File: src/hdl/bba_div.sv
// Restoring divider for the buddy block allocator, one quotient bit
// per cycle. No package dependencies.
module bba_div #(
   parameter int W = 16
) (
   input  logic         clock,
   input  logic         reset,
   input  logic         start,
   input  logic [W-1:0] dividend,
   input  logic [W-1:0] divisor,
   output logic         done,
   output logic [W-1:0] quotient
);

   localparam int CntW = $clog2(W + 1);

   logic [W-1:0]    rem_ff, rem_in;
   logic [W-1:0]    quo_ff, quo_in;
   logic [CntW-1:0] cnt_ff, cnt_in;
   logic            run_ff, run_in;
   logic            done_ff, done_in;
   logic [W:0]      shifted;
   logic [W:0]      trial;

   assign shifted = {rem_ff, quo_ff[W-1]};
   assign trial   = shifted - {1'b0, divisor};

   always_comb begin
      rem_in  = rem_ff;
      quo_in  = quo_ff;
      cnt_in  = cnt_ff;
      run_in  = run_ff;
      done_in = 1'b0;
      if (start) begin
         rem_in = '0;
         quo_in = dividend;
         cnt_in = CntW'(W);
         run_in = 1'b1;
      end else if (run_ff) begin
         if (!trial[W]) begin
            rem_in = trial[W-1:0];
            quo_in = {quo_ff[W-2:0], 1'b1};
         end else begin
            rem_in = shifted[W-1:0];
            quo_in = {quo_ff[W-2:0], 1'b0};
         end
         cnt_in = cnt_ff - CntW'(1);
         if (cnt_ff == CntW'(1)) begin
            run_in  = 1'b0;
            done_in = 1'b1;
         end
      end
   end

   always_ff @(posedge clock) begin
      if (reset) begin
         run_ff  <= 1'b0;
         done_ff <= 1'b0;
         cnt_ff  <= '0;
      end else begin
         run_ff  <= run_in;
         done_ff <= done_in;
         cnt_ff  <= cnt_in;
      end
      rem_ff <= rem_in;
      quo_ff <= quo_in;
   end

   assign done     = done_ff;
   assign quotient = quo_ff;

endmodule
File: config.mk
export PLATFORM = sky130hd
export DESIGN_NAME = bba_div
export DESIGN_NICKNAME = d
export VERILOG_FILES = /design/src/hdl/bba_div.sv
export SDC_FILE = /design/constraint.sdc
export NUM_CORES = 1
export LEC_CHECK = 0
export ABC_AREA = 1
export BUFFER_PORTS_ARGS = -buffer_cell sky130_fd_sc_hd__buf_2
export CORE_UTILIZATION = 61
export CTS_CLUSTER_SIZE = 12
export DETAILED_ROUTE_END_ITERATION = 6
export PLACE_DENSITY = 0.86
export RECOVER_POWER = 25
export SLEW_MARGIN = 15
export SYNTH_ARGS = -nofsm -noshare
export SYNTH_HDL_FRONTEND = slang
export SYNTH_SLANG_ARGS = --single-unit
File: constraint.sdc
create_clock -name clock -period 4.75 [get_ports clock]
set_input_delay 0.7125 -clock clock [delete_from_list [all_inputs] [get_ports clock]]
set_output_delay 0.7125 -clock clock [all_outputs]
set_load 0.005 [all_outputs]
==> reports/qor.yml, run 1 <==
place:
  gp_congestion: 0.862
  hpwlAfterDp_um: 5010
  portBuffers: 51
critical_path:
  cp.required_ps: 4930
  r2r_cells: 15
  start_kind: "input port"
  criticalPathCategory: "in -> reg"
  crit_arrival_ps: 2630
  end_kind: "flip-flop"
  cp_max_fo: 14
die:
  die_h_um: 70.4
  core_um2: 4410
  die_w_um: 70.4
  num_io_pins: 52
  initial_utilization_pct: 64.6
  fp-row-count: 24
  die_area_um2: 4950
pwr:
  ir_drop_v: 0.000226
  p_clk_share_pct: 29.8
  totalPowerFinal_uw: 724
  power_density_nw_per_um2: 225
  internal_power_uw: 524
  swShare_pct: 27.6
  switching_power_uw: 200
  p_comb_share_pct: 17.5
  p_seq_share_pct: 52.7
  p_leak_nw: 1.91
clock_network:
  clock-sinks: 39
  insertion_delay_ps: 290
  clockRootBuffer: "clkbuf_8"
  ctsLongestPathBuffers: 2
  cts_htree_levels: 2
  numCtsBuffers: 5
  clk_pin_slew_ps: 70
  cts_resized: 0
  cts_hold_buf: 0
  cts_setup_buffers: 0
  cts_tree: "built"
timing:
  min_period_ps: 2450
  finalSetupViolCount: 0
  slew_viol_final: 0
  tns_ps: 0
  fmax_ghz: 0.409
  timing.final.crit_share_pct: 51.5
  finClkSkew_ps: 8.17
  finalHoldViolCount: 0
  holdWs_ps: 479
  tightest_slew_ps: 1050
  max-slew-margin-rel_pct: 29.8
  rsz0062_at_grt: "no"
global_route:
  grt_pass1_vias: 2502
  grt_max_degree: 22
  grt.overflow.total: 0
  grt_usage_pct: 27.0
  antenna_found_initial: 0
  grt_first_pass_wirelength_um: 10700
yosys:
  ys_ff_latch: 39
  async_reset_ff_share_pct: 0
  synth_area_leader_cell: "nand2_1"
  syn_area_um2: 2850
  synth.most_common_cell: "nand2_1"
  synth.top_cell.area_share_pct: 26.7
  yosysSeqAreaShare_pct: 33.0
  synth_cell_type_count: 29
  synth_common_cells: "nand2_1 (203), inv_1 (88), nand3_1 (32)"
  synth_edf_count: 16
  netlist_instances: 454
  avgSynthCellArea_um2: 6.28
  ys_warn_count: 0
  synth_ff_type: "dfxtp_1"
  synth.net_count: 508
  yosys-top-cells-area: "nand2_1 (27%), edfxtp_1 (17%), dfxtp_1 (16%), inv_1 (12%), ha_1 (7.9%)"
drt:
  highest_layer: "met4"
  wire_per_inst_um: 11.4
  first_pass_iters: 5
  drc: 0
  vias: 2827
  route.met2.wl_um: 3100
  wirelength_um: 6380
  vias_per_cell: 5.06
  met1_length_um: 2840
  dr_wl_met3_um: 358
  postRouteAntennaNets: 0
  first_iter_violations: 278
flow_run:
  drv_cap: 0
cells_and_area:
  drive_gt1_share_pct: 11.8
  nNetsFinal: 560
  nFillCells: 367
  postLayoutCoreUtil_pct: 72.8
  num_antenna_cells: 0
  syn2layout_area_growth_pct: 12.7
worst_hold_path:
  holdPathStages: 2
  hp-class: "reg -> reg"
run_status:
  outcome: "finished, final reports clean"
-- cell usage in the layout, fill, tap and decap left out, types with 2 or more instances in the layout --
cell,Yosys,routed
a21oi_1,8,8
and2_1,2,2
and3_1,2,2
buf_2,0,47
clkbuf_1,5,6
clkbuf_8,0,5
dfxtp_1,23,23
edfxtp_1,16,16
ha_1,18,18
inv_1,88,88
nand2_1,203,203
nand3_1,32,32
nand4_1,5,5
nor2_1,22,22
nor2_2,2,2
nor3_1,3,3
o21ai_0,3,3
o21bai_1,2,2
xnor2_1,4,4
xor2_1,4,4
-- power by group through the flow --
| stage | sequential, mW | clock [mW] | combinational [mW] |
|---|---|---|---|
| floorplan | 0.390 | 0 | 0.0774 |
| global placement | 0.388 | 0 | 0.124 |
| detailed placement | 0.389 | 0 | 0.127 |
| CTS | 0.382 | 0.216 | 0.128 |
| global route | 0.384 | 0.228 | 0.144 |
| finish | 0.382 | 0.216 | 0.127 |
-- layout make-up --
| cell class | count | area [µm²] | area share [%] |
|---|---|---|---|
| sequential | 39 | 941 | 29.3 |
| timing repair buffer | 52 | 258 | 8.02 |
| inverter | 89 | 334 | 10.4 |
| multi-input combinational | 319 | 1530 | 47.7 |
| clock buffer | 7 | 76.3 | 2.38 |
| clock inverter | 1 | 5.00 | 0.156 |
| tap | 52 | 65.1 | 2.02 |
-- metrics by stage --
step	setup WS [ps]	area, µm²	std cells
floorplan	2320	2850	454
global placement	2130	3140	551
detailed placement	2000	3140	551
CTS	2300	3220	559
global route	2130	3210	559
finish	2300	3210	559
-- registers in the layout (all words and copies together), names as in the netlist --
register,count
cnt_ff,5
done,1
quotient,16
rem_ff,16
run_ff,1
-- cell families (layout without fill, tap and decap cells) --
group / after synthesis / after routing / synth area share (%)
AO/OA/AOI/OAI: 17 / 17 / 3.51
XOR/XNOR: 8 / 8 / 2.46
flip-flops: 39 / 39 / 33.0
buffers and inverters: 96 / 149 / 13.2
adder cells (fa/ha/maj): 19 / 19 / 8.60
AND/OR/NAND/NOR: 275 / 275 / 39.2
-- path summary, 6_finish.rpt --
path | from | end | slack (ps)
min | cnt_ff[4] | cnt_ff[4] | 480
max reg2reg | quotient[15] | rem_ff[2] | 2410
min reg2reg | cnt_ff[4] | cnt_ff[4] | 480
max | divisor[0] | rem_ff[2] | 2300
-- routing by layer --
layer	track usage, %	vias to the layer above
li1	-	1478
met5	0	-
met3	4.33	9
met2	46.6	85
met4	8.00	0
met1	34.6	1255
-- worst max-delay path, cell delays in order --
cell and delay, ps:
buf_2 100, ha_1 220, fa_1 420, inv_1 70, nand2_1 40, nand2_1 130, nand3_1 80, nand2_1 100
nand2_1 90, nand2_1 80, nand2_1 90, nand2_2 230, nand2_1 90, nand3_1 100, nand2_1 60
Note: power is estimated with default switching activity, not from simulation.
==> inputs of run 2 (changes only) <==
--- a/config.mk
+++ b/config.mk
@@ -7,10 +7,10 @@
 export LEC_CHECK = 0
 export ABC_AREA = 1
 export BUFFER_PORTS_ARGS = -buffer_cell sky130_fd_sc_hd__buf_2
-export CORE_UTILIZATION = 61
+export CORE_UTILIZATION = 56
 export CTS_CLUSTER_SIZE = 12
 export DETAILED_ROUTE_END_ITERATION = 6
-export PLACE_DENSITY = 0.86
+export PLACE_DENSITY = 0.8
 export RECOVER_POWER = 25
 export SLEW_MARGIN = 15
 export SYNTH_ARGS = -nofsm -noshare
==> constraint.sdc (replaced) <==
create_clock -name clock -period 2.4 [get_ports clock]
set_input_delay 0.36 -clock clock [delete_from_list [all_inputs] [get_ports clock]]
set_output_delay 0.36 -clock clock [all_outputs]
set_load 0.005 [all_outputs]
==> reports/qor.yml, run 2 (synthesis gave the netlist of run 1 again) <==
drt:
  wire_per_inst_um: 11.7  # +2.3%
  vias_per_cell: 4.91  # -3.0%
  met1_length_um: 3070  # +8.1%
  first_pass_iters: 5  # unchanged
  postRouteAntennaNets: 0  # unchanged
  drc: 0  # unchanged
  route.met2.wl_um: 3200  # +3.0%
  dr_wl_met3_um: 436  # +22%
  vias: 2836  # +0.32%
  highest_layer: "met4"
  first_iter_violations: 219  # -21%
  wirelength_um: 6750  # +5.8%
clock_network:
  clockRootBuffer: "clkbuf_8"
  numCtsBuffers: 5  # unchanged
  clock-sinks: 39  # unchanged
  cts_hold_buf: 0  # unchanged
  clk_pin_slew_ps: 80  # about the same
  ctsLongestPathBuffers: 2  # unchanged
  insertion_delay_ps: 300  # about the same
  cts_htree_levels: 2  # unchanged
  cts_tree: "built"
timing:
  finalHoldViolCount: 0  # unchanged
  holdWs_ps: 245  # -233 ps
  finalSetupViolCount: 0  # unchanged
  fmax_ghz: 0.446
  slew_viol_final: 0  # unchanged
  tightest_slew_ps: 1070  # +23.4 ps
  min_period_ps: 2240
  finClkSkew_ps: 5.22  # -2.96 ps
  timing.final.crit_share_pct: 93.5
  max-slew-margin-rel_pct: 28.2  # -1.6 points
die:
  die_w_um: 73.3  # +4.2%
  core_um2: 4820  # +9.1%
  fp-row-count: 25  # +4.2%
  initial_utilization_pct: 59.2  # -5.4 points
  num_io_pins: 52  # unchanged
  die_area_um2: 5380  # +8.7%
  die_h_um: 73.3  # +4.2%
cells_and_area:
  num_antenna_cells: 0  # unchanged
  drive_gt1_share_pct: 14.7  # +2.8 points
  nFillCells: 444  # +21%
  postLayoutCoreUtil_pct: 69.1  # -3.6 points
  syn2layout_area_growth_pct: 16.9
  final_cell_mix: "nand2_1 (198), inv_1 (88), buf_2 (50), nand3_1 (30), dfxtp_1 (23)"
  final_common_cell: "nand2_1"
  nNetsFinal: 564  # +0.71%
pwr:
  switching_power_uw: 408  # +100%
  ir_drop_v: 0.000543  # +140%
  p_seq_share_pct: 48.8  # -3.9 points
  p_clk_share_pct: 34.7  # +4.9 points
  p_comb_share_pct: 16.5  # -1.0 points
  internal_power_mw: 1.14  # +120%
  power_density_nw_per_um2: 465  # +110%
  p_leak_nw: 1.96  # +2.6%
  swShare_pct: 26.4  # -1.3 points
critical_path:
  start_kind: "flip-flop"
  criticalPathCategory: "reg -> reg"
  cp.required_ps: 2440  # -2490 ps
  r2r_cells: 13  # -2
  end_kind: "flip-flop"
  cp_max_fo: 5  # -9
  crit_arrival_ps: 2280  # -350 ps
place:
  gp_congestion: 0.929  # +7.8%
  hpwlAfterDp_um: 4940  # -1.5%
  portBuffers: 51  # unchanged
global_route:
  grt.overflow.total: 0  # unchanged
  grt_max_degree: 19  # -14%
  grt_first_pass_wirelength_um: 10800  # +0.65%
  grt_usage_pct: 25.7  # -1.3 points
  antenna_found_initial: 0  # unchanged
  grt_pass1_vias: 2454  # -1.9%
worst_hold_path:
  hp-class: "in -> reg"
  holdPathStages: 2  # unchanged
run_status:
  outcome: "finished, final reports clean"
flow_run:
  drv_cap: 0  # unchanged
==> run 2: cell count changes in the layout (fill, tap and decap cells not counted) <==
cell,previous run,this run
buf_2,47,50
buf_4,1,2
bufinv_16,0,1
clkbuf_1,6,1
clkinv_1,1,2
nand2_1,203,198
nand2_2,1,5
nand2_4,1,5
nand3_1,32,30
nand3_2,0,2
o21ai_0,3,2
o21ai_1,0,1
==> run 2: power by group through the flow <==
stage,Clock (mW),Combinational [mW],Sequential (mW)
CTS,0.541,0.254,0.755
detailed placement,0,0.252,0.770
global placement,0,0.248,0.768
global route,0.572,0.290,0.760
finish,0.538,0.255,0.755
floorplan,0,0.153,0.771
==> run 2: metal layers <==
metal | up-vias | track usage [%]
li1 | 1493 | -
met1 | 1244 | 34.6
met2 | 91 | 43.1
met3 | 8 | 4.53
met4 | 0 | 5.77
met5 | - | 0
==> run 2: what timing repair did <==
| item | CTS | global route |
|---|---|---|
| buffers inserted | 0 | 0 |
| endpoints found under the setup margin | 0 | 17 |
| resized for setup | 0 | 12 |
==> run 2: worst paths after layout <==
| path | startpoint | endpoint | slack [ps] |
|---|---|---|---|
| worst max register to register | quotient[15] | quotient[0] | 160 |
| worst max-delay path | quotient[15] | quotient[0] | 160 |
| worst min register to register | rem_ff[11] | rem_ff[11] | 480 |
| worst min-delay path | reset | cnt_ff[4] | 250 |
==> run 2: area by class of cell <==
cell class	instances	area (µm²)	share of cell area, %
Multi-Input combinational cell	322	1600	47.9
Inverter	89	334	10.0
Clock buffer	5	68.8	2.07
Timing Repair Buffer	53	269	8.08
Tap cell	67	83.8	2.52
Clock inverter	3	38.8	1.16
Sequential cell	39	941	28.2
==> run 2: critical path, cell delays in order, from the launching register on <==
cell and delay, ps:
edfxtp_1 360, inv_1 60, ha_1 210, fa_1 410, inv_1 70, nand2_1 60
nand2_2 90, nand3_1 70, nand2_1 120, nand2_2 100, nand2_2 90, nand2_2 130
nand2_4 140, o21ai_0 80
==> run 2: metrics by stage <==
step / power [mW] / cell area, µm² / setup slack (ps) / TNS (ps) / instances
final: 1.55 / 3330 / 157 / 0 / 578
after global routing: 1.62 / 3330 / -16.0 / -51.6 / 578
after detailed placement: 1.02 / 3160 / 7.54 / 0 / 567
after global placement: 1.02 / 3160 / 116 / 0 / 567
after floorplan: 0.924 / 2850 / 297 / 0 / 454
after CTS: 1.55 / 3270 / 89.5 / 0 / 575
